==> src/hw/rtl/pbcp_pkg.sv <==
`timescale 1ns / 1ps

package pbcp_pkg;

  // Command word decode masks and patterns
  localparam logic [31:0] OLD_JUMP_MASK   = 32'he000_0003;
  localparam logic [31:0] OLD_JUMP_MATCH  = 32'h2000_0000;
  localparam logic [31:0] OLD_JUMP_TARGET = 32'h1fff_ffff;
  localparam logic [31:0] ADDR_MASK       = 32'hffff_fffc;
  localparam logic [31:0] RETURN_WORD     = 32'h0002_0000;
  localparam logic [31:0] HEADER_MASK     = 32'he003_0003;
  localparam logic [31:0] INC_HDR_MATCH   = 32'h0000_0000;
  localparam logic [31:0] NONINC_HDR_MATCH = 32'h4000_0000;
  localparam logic [1:0]  TAG_JUMP        = 2'd1;
  localparam logic [1:0]  TAG_CALL        = 2'd2;
  localparam logic [31:0] FETCH_LIMIT_RST = 32'hffff_ffff;
  localparam logic [31:0] WORD_BYTES      = 32'd4;

  localparam int unsigned METHOD_W = 11;
  localparam int unsigned SUBCH_W  = 3;
  localparam int unsigned COUNT_W  = 11;

  // Queue between decode and execute
  localparam int unsigned QDEPTH = 2;
  localparam int unsigned QPTR_W = (QDEPTH > 1) ? $clog2(QDEPTH) : 1;
  localparam int unsigned QCNT_W = $clog2(QDEPTH + 1);

  typedef enum logic [2:0] {
    CMD_OLD_JUMP,
    CMD_JUMP,
    CMD_CALL,
    CMD_RETURN,
    CMD_INC_HDR,
    CMD_NONINC_HDR,
    CMD_RESERVED
  } cmd_e;

  typedef enum logic [2:0] {
    ERR_NONE       = 3'd0,
    ERR_PROTECTION = 3'd1,
    ERR_CALL       = 3'd2,
    ERR_RETURN     = 3'd3,
    ERR_RESERVED   = 3'd4
  } err_e;

  typedef enum logic {
    FUNC_WORD   = 1'b0,
    FUNC_RESUME = 1'b1
  } func_e;

  typedef struct packed {
    func_e       func;
    logic [31:0] word;
    logic [31:0] addr;
    logic        prot;
    cmd_e        cmd;
  } item_t;

endpackage

==> src/hw/rtl/pbcp_front.sv <==
`timescale 1ns / 1ps

module pbcp_front import pbcp_pkg::*; (
  input  logic        clk_i,
  input  logic        rst_ni,
  input  logic        cfg_valid_i,
  output logic        cfg_ready_o,
  input  logic [31:0] cfg_data_i,
  input  logic        func_i,
  input  logic [31:0] word_i,
  input  logic [31:0] word_address_i,
  output item_t       item_o
);

  logic [31:0] fetch_limit_q;
  logic [31:0] addr;
  cmd_e        cmd;

  assign cfg_ready_o = 1'b1;

  always_ff @(posedge clk_i or negedge rst_ni) begin
    if (!rst_ni) begin
      fetch_limit_q <= FETCH_LIMIT_RST;
    end else if (cfg_valid_i) begin
      fetch_limit_q <= cfg_data_i;
    end
  end

  assign addr = word_address_i & ADDR_MASK;

  // Classify the word as a command; run state decides later whether it is data
  always_comb begin
    if ((word_i & OLD_JUMP_MASK) == OLD_JUMP_MATCH) begin
      cmd = CMD_OLD_JUMP;
    end else if (word_i[1:0] == TAG_JUMP) begin
      cmd = CMD_JUMP;
    end else if (word_i[1:0] == TAG_CALL) begin
      cmd = CMD_CALL;
    end else if (word_i == RETURN_WORD) begin
      cmd = CMD_RETURN;
    end else if ((word_i & HEADER_MASK) == INC_HDR_MATCH) begin
      cmd = CMD_INC_HDR;
    end else if ((word_i & HEADER_MASK) == NONINC_HDR_MATCH) begin
      cmd = CMD_NONINC_HDR;
    end else begin
      cmd = CMD_RESERVED;
    end
  end

  assign item_o.func = func_i ? FUNC_RESUME : FUNC_WORD;
  assign item_o.word = word_i;
  assign item_o.addr = addr;
  assign item_o.prot = (addr >= fetch_limit_q);
  assign item_o.cmd  = cmd;

endmodule

==> src/hw/rtl/pbcp_queue.sv <==
`timescale 1ns / 1ps

module pbcp_queue import pbcp_pkg::*; (
  input  logic  clk_i,
  input  logic  rst_ni,
  input  logic  push_i,
  input  item_t push_data_i,
  output logic  full_o,
  input  logic  pop_i,
  output logic  empty_o,
  output item_t pop_data_o
);

  item_t              entry_q [QDEPTH];
  logic [QPTR_W-1:0]  wr_ptr_q, wr_ptr_d;
  logic [QPTR_W-1:0]  rd_ptr_q, rd_ptr_d;
  logic [QCNT_W-1:0]  count_q, count_d;

  function automatic logic [QPTR_W-1:0] ptr_next(input logic [QPTR_W-1:0] ptr);
    logic [QPTR_W-1:0] res;
    if (ptr == QPTR_W'(QDEPTH - 1)) begin
      res = '0;
    end else begin
      res = ptr + 1'b1;
    end
    return res;
  endfunction

  assign full_o     = (count_q == QCNT_W'(QDEPTH));
  assign empty_o    = (count_q == '0);
  assign pop_data_o = entry_q[rd_ptr_q];

  always_comb begin
    wr_ptr_d = push_i ? ptr_next(wr_ptr_q) : wr_ptr_q;
    rd_ptr_d = pop_i ? ptr_next(rd_ptr_q) : rd_ptr_q;
    count_d  = count_q;
    if (push_i && !pop_i) begin
      count_d = count_q + 1'b1;
    end else if (!push_i && pop_i) begin
      count_d = count_q - 1'b1;
    end
  end

  always_ff @(posedge clk_i or negedge rst_ni) begin
    if (!rst_ni) begin
      wr_ptr_q <= '0;
      rd_ptr_q <= '0;
      count_q  <= '0;
    end else begin
      wr_ptr_q <= wr_ptr_d;
      rd_ptr_q <= rd_ptr_d;
      count_q  <= count_d;
    end
  end

  always_ff @(posedge clk_i) begin
    if (push_i) begin
      entry_q[wr_ptr_q] <= push_data_i;
    end
  end

endmodule

==> src/hw/rtl/pbcp_back.sv <==
`timescale 1ns / 1ps

module pbcp_back import pbcp_pkg::*; (
  input  logic                clk_i,
  input  logic                rst_ni,
  input  logic                empty_i,
  input  item_t               item_i,
  output logic                pop_o,
  output logic                out_valid_o,
  input  logic                out_stall_i,
  output logic                push_valid_o,
  output logic [METHOD_W-1:0] method_address_o,
  output logic [SUBCH_W-1:0]  subchannel_o,
  output logic                nonincrementing_o,
  output logic [31:0]         data_o,
  output logic [31:0]         next_address_o,
  output logic [2:0]          error_code_o,
  output logic                suspended_o,
  output logic [COUNT_W-1:0]  data_count_o
);

  // Architectural state
  logic [31:0]         ret_addr_q, ret_addr_d;
  logic                in_sub_q, in_sub_d;
  logic [METHOD_W-1:0] run_method_q, run_method_d;
  logic [SUBCH_W-1:0]  run_subch_q, run_subch_d;
  logic [COUNT_W-1:0]  run_remaining_q, run_remaining_d;
  logic                run_noninc_q, run_noninc_d;
  logic [COUNT_W-1:0]  run_count_q, run_count_d;
  err_e                err_q, err_d;
  logic                halted_q, halted_d;

  // Output register
  logic                out_valid_q;
  logic                pv_q, pv_d;
  logic [METHOD_W-1:0] method_q, method_d;
  logic [SUBCH_W-1:0]  subch_q, subch_d;
  logic                noninc_q, noninc_d;
  logic [31:0]         data_q, data_d;
  logic [31:0]         next_q, next_d;

  logic [31:0]         get_addr;

  assign pop_o    = !empty_i && (!out_valid_q || !out_stall_i);
  assign get_addr = item_i.addr + WORD_BYTES;

  always_comb begin
    ret_addr_d      = ret_addr_q;
    in_sub_d        = in_sub_q;
    run_method_d    = run_method_q;
    run_subch_d     = run_subch_q;
    run_remaining_d = run_remaining_q;
    run_noninc_d    = run_noninc_q;
    run_count_d     = run_count_q;
    err_d           = err_q;
    halted_d        = halted_q;
    pv_d            = 1'b0;
    method_d        = '0;
    subch_d         = '0;
    noninc_d        = 1'b0;
    data_d          = '0;
    next_d          = item_i.addr;

    if (item_i.func == FUNC_RESUME) begin
      err_d    = ERR_NONE;
      halted_d = 1'b0;
    end else if (!halted_q) begin
      if (item_i.prot) begin
        err_d    = ERR_PROTECTION;
        halted_d = 1'b1;
      end else if (run_remaining_q != '0) begin
        // Data word of the current run
        pv_d     = 1'b1;
        method_d = run_method_q;
        subch_d  = run_subch_q;
        noninc_d = run_noninc_q;
        data_d   = item_i.word;
        if (!run_noninc_q) begin
          run_method_d = run_method_q + 1'b1;
        end
        run_remaining_d = run_remaining_q - 1'b1;
        run_count_d     = run_count_q + 1'b1;
        next_d          = get_addr;
      end else begin
        case (item_i.cmd)
          CMD_OLD_JUMP: begin
            next_d = item_i.word & OLD_JUMP_TARGET;
          end
          CMD_JUMP: begin
            next_d = item_i.word & ADDR_MASK;
          end
          CMD_CALL: begin
            if (in_sub_q) begin
              err_d    = ERR_CALL;
              halted_d = 1'b1;
            end else begin
              ret_addr_d = get_addr;
              in_sub_d   = 1'b1;
              next_d     = item_i.word & ADDR_MASK;
            end
          end
          CMD_RETURN: begin
            if (!in_sub_q) begin
              err_d    = ERR_RETURN;
              halted_d = 1'b1;
              next_d   = get_addr;
            end else begin
              next_d   = ret_addr_q & ADDR_MASK;
              in_sub_d = 1'b0;
            end
          end
          CMD_INC_HDR, CMD_NONINC_HDR: begin
            run_method_d    = item_i.word[12:2];
            run_subch_d     = item_i.word[15:13];
            run_remaining_d = item_i.word[28:18];
            run_noninc_d    = (item_i.cmd == CMD_NONINC_HDR);
            run_count_d     = '0;
            next_d          = get_addr;
          end
          default: begin
            err_d    = ERR_RESERVED;
            halted_d = 1'b1;
            next_d   = get_addr;
          end
        endcase
      end
    end
  end

  always_ff @(posedge clk_i or negedge rst_ni) begin
    if (!rst_ni) begin
      ret_addr_q      <= '0;
      in_sub_q        <= 1'b0;
      run_method_q    <= '0;
      run_subch_q     <= '0;
      run_remaining_q <= '0;
      run_noninc_q    <= 1'b0;
      run_count_q     <= '0;
      err_q           <= ERR_NONE;
      halted_q        <= 1'b0;
      out_valid_q     <= 1'b0;
    end else begin
      if (pop_o) begin
        ret_addr_q      <= ret_addr_d;
        in_sub_q        <= in_sub_d;
        run_method_q    <= run_method_d;
        run_subch_q     <= run_subch_d;
        run_remaining_q <= run_remaining_d;
        run_noninc_q    <= run_noninc_d;
        run_count_q     <= run_count_d;
        err_q           <= err_d;
        halted_q        <= halted_d;
        out_valid_q     <= 1'b1;
      end else if (!out_stall_i) begin
        out_valid_q     <= 1'b0;
      end
    end
  end

  always_ff @(posedge clk_i) begin
    if (pop_o) begin
      pv_q     <= pv_d;
      method_q <= method_d;
      subch_q  <= subch_d;
      noninc_q <= noninc_d;
      data_q   <= data_d;
      next_q   <= next_d;
    end
  end

  // Status fields show the state committed with the held transaction
  assign out_valid_o       = out_valid_q;
  assign push_valid_o      = pv_q;
  assign method_address_o  = method_q;
  assign subchannel_o      = subch_q;
  assign nonincrementing_o = noninc_q;
  assign data_o            = data_q;
  assign next_address_o    = next_q;
  assign error_code_o      = err_q;
  assign suspended_o       = halted_q;
  assign data_count_o      = run_count_q;

endmodule

==> src/hw/rtl/pushbuffer_command_parser.sv <==
`timescale 1ns / 1ps
// An accepted transaction is queued, then executed and held in the output register.
// Throughput: one transaction per cycle while out_stall is low, set by the execute
// stage and its output register; a two-entry queue between decode and execute absorbs
// output stalls. Reset: asynchronous, active low; clears run, subroutine and error state,
// empties the queue and sets fetch_limit to all ones.

module pushbuffer_command_parser import pbcp_pkg::*; (
  input  logic                clk_i,
  input  logic                rst_ni,
  input  logic                cfg_valid,
  output logic                cfg_ready,
  input  logic [31:0]         fetch_limit_i,
  input  logic                in_valid,
  output logic                in_stall,
  input  logic                func_i,
  input  logic [31:0]         word_i,
  input  logic [31:0]         word_address_i,
  output logic                out_valid,
  input  logic                out_stall,
  output logic                push_valid_o,
  output logic [METHOD_W-1:0] method_address_o,
  output logic [SUBCH_W-1:0]  subchannel_o,
  output logic                nonincrementing_o,
  output logic [31:0]         data_o,
  output logic [31:0]         next_address_o,
  output logic [2:0]          error_code_o,
  output logic                suspended_o,
  output logic [COUNT_W-1:0]  data_count_o
);

  item_t dec_item;
  item_t head_item;
  logic  q_full;
  logic  q_empty;
  logic  q_pop;

  assign in_stall = q_full;

  pbcp_front u_front (
    .clk_i          (clk_i),
    .rst_ni         (rst_ni),
    .cfg_valid_i    (cfg_valid),
    .cfg_ready_o    (cfg_ready),
    .cfg_data_i     (fetch_limit_i),
    .func_i         (func_i),
    .word_i         (word_i),
    .word_address_i (word_address_i),
    .item_o         (dec_item)
  );

  pbcp_queue u_queue (
    .clk_i       (clk_i),
    .rst_ni      (rst_ni),
    .push_i      (in_valid && !q_full),
    .push_data_i (dec_item),
    .full_o      (q_full),
    .pop_i       (q_pop),
    .empty_o     (q_empty),
    .pop_data_o  (head_item)
  );

  pbcp_back u_back (
    .clk_i             (clk_i),
    .rst_ni            (rst_ni),
    .empty_i           (q_empty),
    .item_i            (head_item),
    .pop_o             (q_pop),
    .out_valid_o       (out_valid),
    .out_stall_i       (out_stall),
    .push_valid_o      (push_valid_o),
    .method_address_o  (method_address_o),
    .subchannel_o      (subchannel_o),
    .nonincrementing_o (nonincrementing_o),
    .data_o            (data_o),
    .next_address_o    (next_address_o),
    .error_code_o      (error_code_o),
    .suspended_o       (suspended_o),
    .data_count_o      (data_count_o)
  );

endmodule

==> config.mk <==
export PLATFORM = sky130hd
export DESIGN_NAME = pushbuffer_command_parser
export DESIGN_NICKNAME = d
export VERILOG_FILES = /design/src/hw/rtl/pbcp_pkg.sv /design/src/hw/rtl/pbcp_front.sv /design/src/hw/rtl/pbcp_queue.sv /design/src/hw/rtl/pbcp_back.sv /design/src/hw/rtl/pushbuffer_command_parser.sv
export SDC_FILE = /design/constraint.sdc
export NUM_CORES = 1
export LEC_CHECK = 0
export ABC_AREA = 1
export BUFFER_PORTS_ARGS = -buffer_cell sky130_fd_sc_hd__buf_4
export CORE_UTILIZATION = 60
export DETAILED_ROUTE_END_ITERATION = 10
export PLACE_DENSITY = 0.82
export SLEW_MARGIN = 20
export SYNTH_ARGS = -nofsm -noshare
export SYNTH_HDL_FRONTEND = slang
export SYNTH_HIERARCHICAL = 1
export SYNTH_SLANG_ARGS = --single-unit
==> constraint.sdc <==
create_clock -name clk_i -period 7.8 [get_ports clk_i]
set_input_delay 0 -clock clk_i [delete_from_list [all_inputs] [get_ports clk_i]]
set_output_delay 0 -clock clk_i [all_outputs]
set_load 0.01 [all_outputs]
==> metrics.yaml <==
holdWs_ps: 27.3
cap_violations: 0
layout_min_cycle_time_ps: 3570
setup.worst_path.start: "u_queue/rd_ptr_q"
dieArea_um2: 28900
ant_nets: 0
clk_latency_ps: 530
finalClockSkew_ps: 18.1
dr.pass1.iters: 6
setup_viol: 0
clockRootBuffer: "clkbuf_16"
cts_made_buffers: 35
cts_max_level: 2
cp-start-kind: "register"
cp.arrival_ps: 3850
p_int_mw: 4.53
vias: 13800
r2r-start: "u_queue/rd_ptr_q"
dpl_cell_area_um2: 18100
ys_warn_count: 6
drc: 0
worstHoldPathType: "primary input to register"
area_growth_pct: 22.3
rows: 61
tns_ps: 0
fin_area_um2: 20700
p_clk_share_pct: 23.3
slew_headroom_pct: 20.7
comb_power_share_pct: 37.9
yosysSeqAreaShare_pct: 54.9
ys_ff_latch: 327
routed_wirelength_um: 47000
drtIter0Drc: 1701
synth_area_leader_cell: "edfxtp_1"
ios: 200
period_share_pct: 45.8
power_switching_mw: 2.69
grt_pass1_vias: 13500
placed_cells: 2213
hold_violations: 0
vdd_drop_max_v: 0.000188
clkSinkCount: 327
final_nets: 2155
synth_top_area_share_pct: 38.6
synth_cell_types: 44
leakagePower_nw: 9.34
path_class: "register to register"
final-max-slew-violation-count: 0
crit_required_ps: 8080
cts_tree: "done"
syn_area_um2: 17000
finalNonFillerCells: 2425
gp_congestion: 0.933
syn_area_per_cell_um2: 9.72
core_um2: 27800
grt_first_pass_wirelength_um: 71900
cp-endpoint: "u_back/next_address_o[12]"
swShare_pct: 37.3
fmax_ghz: 0.280
rsz0062_at_grt: "no"
syn-instance-count: 1745
grt_max_degree: 70
synthTopCellsByArea: "edfxtp_1, dfrtp_1, nand2_1, mux2_4, dfstp_2"
endpoint_kind: "register"
ff2ff_setup_slack_ps: 4230
die_w_um: 170
worstReg2RegEnd: "u_back/next_address_o[12]"
cp_max_fo: 51
layout-drive-gt1-share_pct: 20.0
antenna_found_initial: 2
rr_worst_depth: 9
cts.path.max_buffers: 3
power.density_nw_per_um2: 349
clk_pin_slew_ps: 60
portBuffers: 196
floorplan.initialDensity_pct: 61.0
dpl.hpwl_um: 28800
viasPerCell: 5.70
status: "complete, no violations"
globalRouteOverflowTotal: 0
die_y_um: 170
track_usage_pct: 32.7
post_drt_wl_per_cell_um: 19.4
p_seq_share_pct: 38.8
worst_pin_slew_ps: 1190
cells in the mapped netlist:
library cell and instances:
nand2_1 488, edfxtp_1 218, nor2_1 184, inv_1 166, dfrtp_1 77, nand3_1 70
buf_4 69, mux2_4 69, o21ai_0 64, a21oi_1 45, ha_1 35, nand4_1 34
o21ai_1 33, dfstp_2 32, xor2_1 26, buf_2 21, nor2_2 15, clkbuf_1 11
nor3_1 10, nand3b_1 9, buf_12 7, buf_6 7, inv_2 7, nand2_2 7
xnor2_1 7, o21bai_1 4, nor2_4 3, o211ai_1 3, o21ai_2 3, buf_1 2
clkinv_1 2, conb_1 2, mux2_1 2, nand2_4 2, o21a_1 2, a31oi_1 1
nand3_2 1, nand3_4 1, nand4_2 1, nor3_2 1, nor3_4 1, o211ai_2 1
or2_2 1, or3b_1 1
cell usage in the layout (no fill, tap or decap), types with 4 or more instances in the layout:
cell type,instances
clkbuf_16,35
clkbuf_1,10
nor2_1,183
a21oi_1,45
nor2_2,14
nor3_1,10
inv_1,165
nand2_1,488
clkbuf_8,7
nor2_4,5
nand4_1,34
xor2_1,26
nand2_2,7
o21ai_0,64
o21bai_1,4
dfstp_2,32
o21ai_1,33
nand3_1,70
inv_2,8
dlygate4sd3_1,145
ha_1,35
clkinv_2,4
mux2_4,69
nand3b_1,9
buf_4,206
dfrtp_1,75
edfxtp_1,218
xnor2_1,7
cell families (layout without fill, tap and decap cells):
kind of cell	Yosys count	after routing	share of synthesized area (%)
compound gates	156	156	4.86
xor+xnor	33	33	1.70
fa+ha+maj	35	35	2.58
buf+inv	292	591	9.13
flops	327	327	54.9
mux	71	71	6.24
other cells	2	5	0.0443
simple gates	829	829	20.5
registers in the layout, indices dropped and copies added, names as in the netlist, 2 cells and up:
| name | flops |
|---|---|
| u_back/subchannel_o | 3 |
| u_back/method_address_o | 11 |
| u_back/data_o | 32 |
| u_front/fetch_limit_q | 32 |
| u_queue/count_q | 2 |
| u_back/ret_addr_q | 30 |
| u_queue/entry_q | 138 |
| u_back/run_remaining_q | 11 |
| u_back/data_count_o | 11 |
| u_back/error_code_o | 3 |
| u_back/run_method_q | 11 |
| u_back/run_subch_q | 3 |
| u_back/next_address_o | 32 |
metrics by stage:
stage / worst slack [ps] / total power, mW / util (%)
2_1_floorplan: 3610 / 4.54 / -
3_3_place_gp: 4440 / 5.30 / 65.2
3_5_place_dp: 4360 / 5.40 / 65.2
4_1_cts: 4340 / 7.14 / 74.6
5_1_grt: 4100 / 7.55 / 74.6
6_report: 4230 / 7.23 / 74.6
worst max-delay path, stage by stage, from the launching register on:
cell	delay, ps
dfrtp_4	1100
mux2_4	410
nand2_1	130
nor2_4	120
nand2_2	100
nand4_2	730
nand2_1	280
o21ai_0	210
nand2_1	120
nand2_1	50
metal layers:
layer / vias up / part of all wire, % / global-route usage (%)
met1: 6587 / 36 / 39.9
met4: 2 / 5.4 / 17.6
met5: - / 0.028 / 0
met2: 858 / 50 / 56.0
met3: 175 / 8.6 / 5.02
li1: 6203 / - / -
how the worst min path moves through the flow:
stage	from	end	slack, ps	cells after the start
after detailed placement	rst_ni	u_back/data_count_o[8]	-80	1
after CTS	cfg_valid	u_front/fetch_limit_q[27]	0.004	2
after floorplan	rst_ni	u_back/data_count_o[0]	-300	0
final	cfg_valid	u_front/fetch_limit_q[10]	30	2
after global placement	rst_ni	u_back/data_count_o[8]	-90	1
after global routing	cfg_valid	u_front/fetch_limit_q[29]	50	2
repair_timing:
action | CTS | global route
hold buffers | 146 | 0
setup endpoints to repair | 0 | 0
hold endpoints to repair | 209 | 0
resized for setup | 0 | 0
setup buffers | 0 | 0
power by group through the flow:
stage / combinational, mW / sequential, mW / clock [mW]
finish: 2.74 / 2.80 / 1.68
global placement: 2.50 / 2.79 / 0
CTS: 2.67 / 2.79 / 1.68
global route: 2.96 / 2.84 / 1.76
detailed placement: 2.59 / 2.81 / 0
floorplan: 1.74 / 2.80 / 0
area by class of cell:
cell class	instances	area, um^2
Multi-Input combinational cell	1127	6110
Clock inverter	12	154
Fill cell	1800	7050
Clock buffer	52	1010
Antenna cell	2	5.00
Timing Repair Buffer	352	3000
Inverter	175	657
Sequential cell	327	9320
Tap cell	378	473
(Power assumes the default switching activity.)
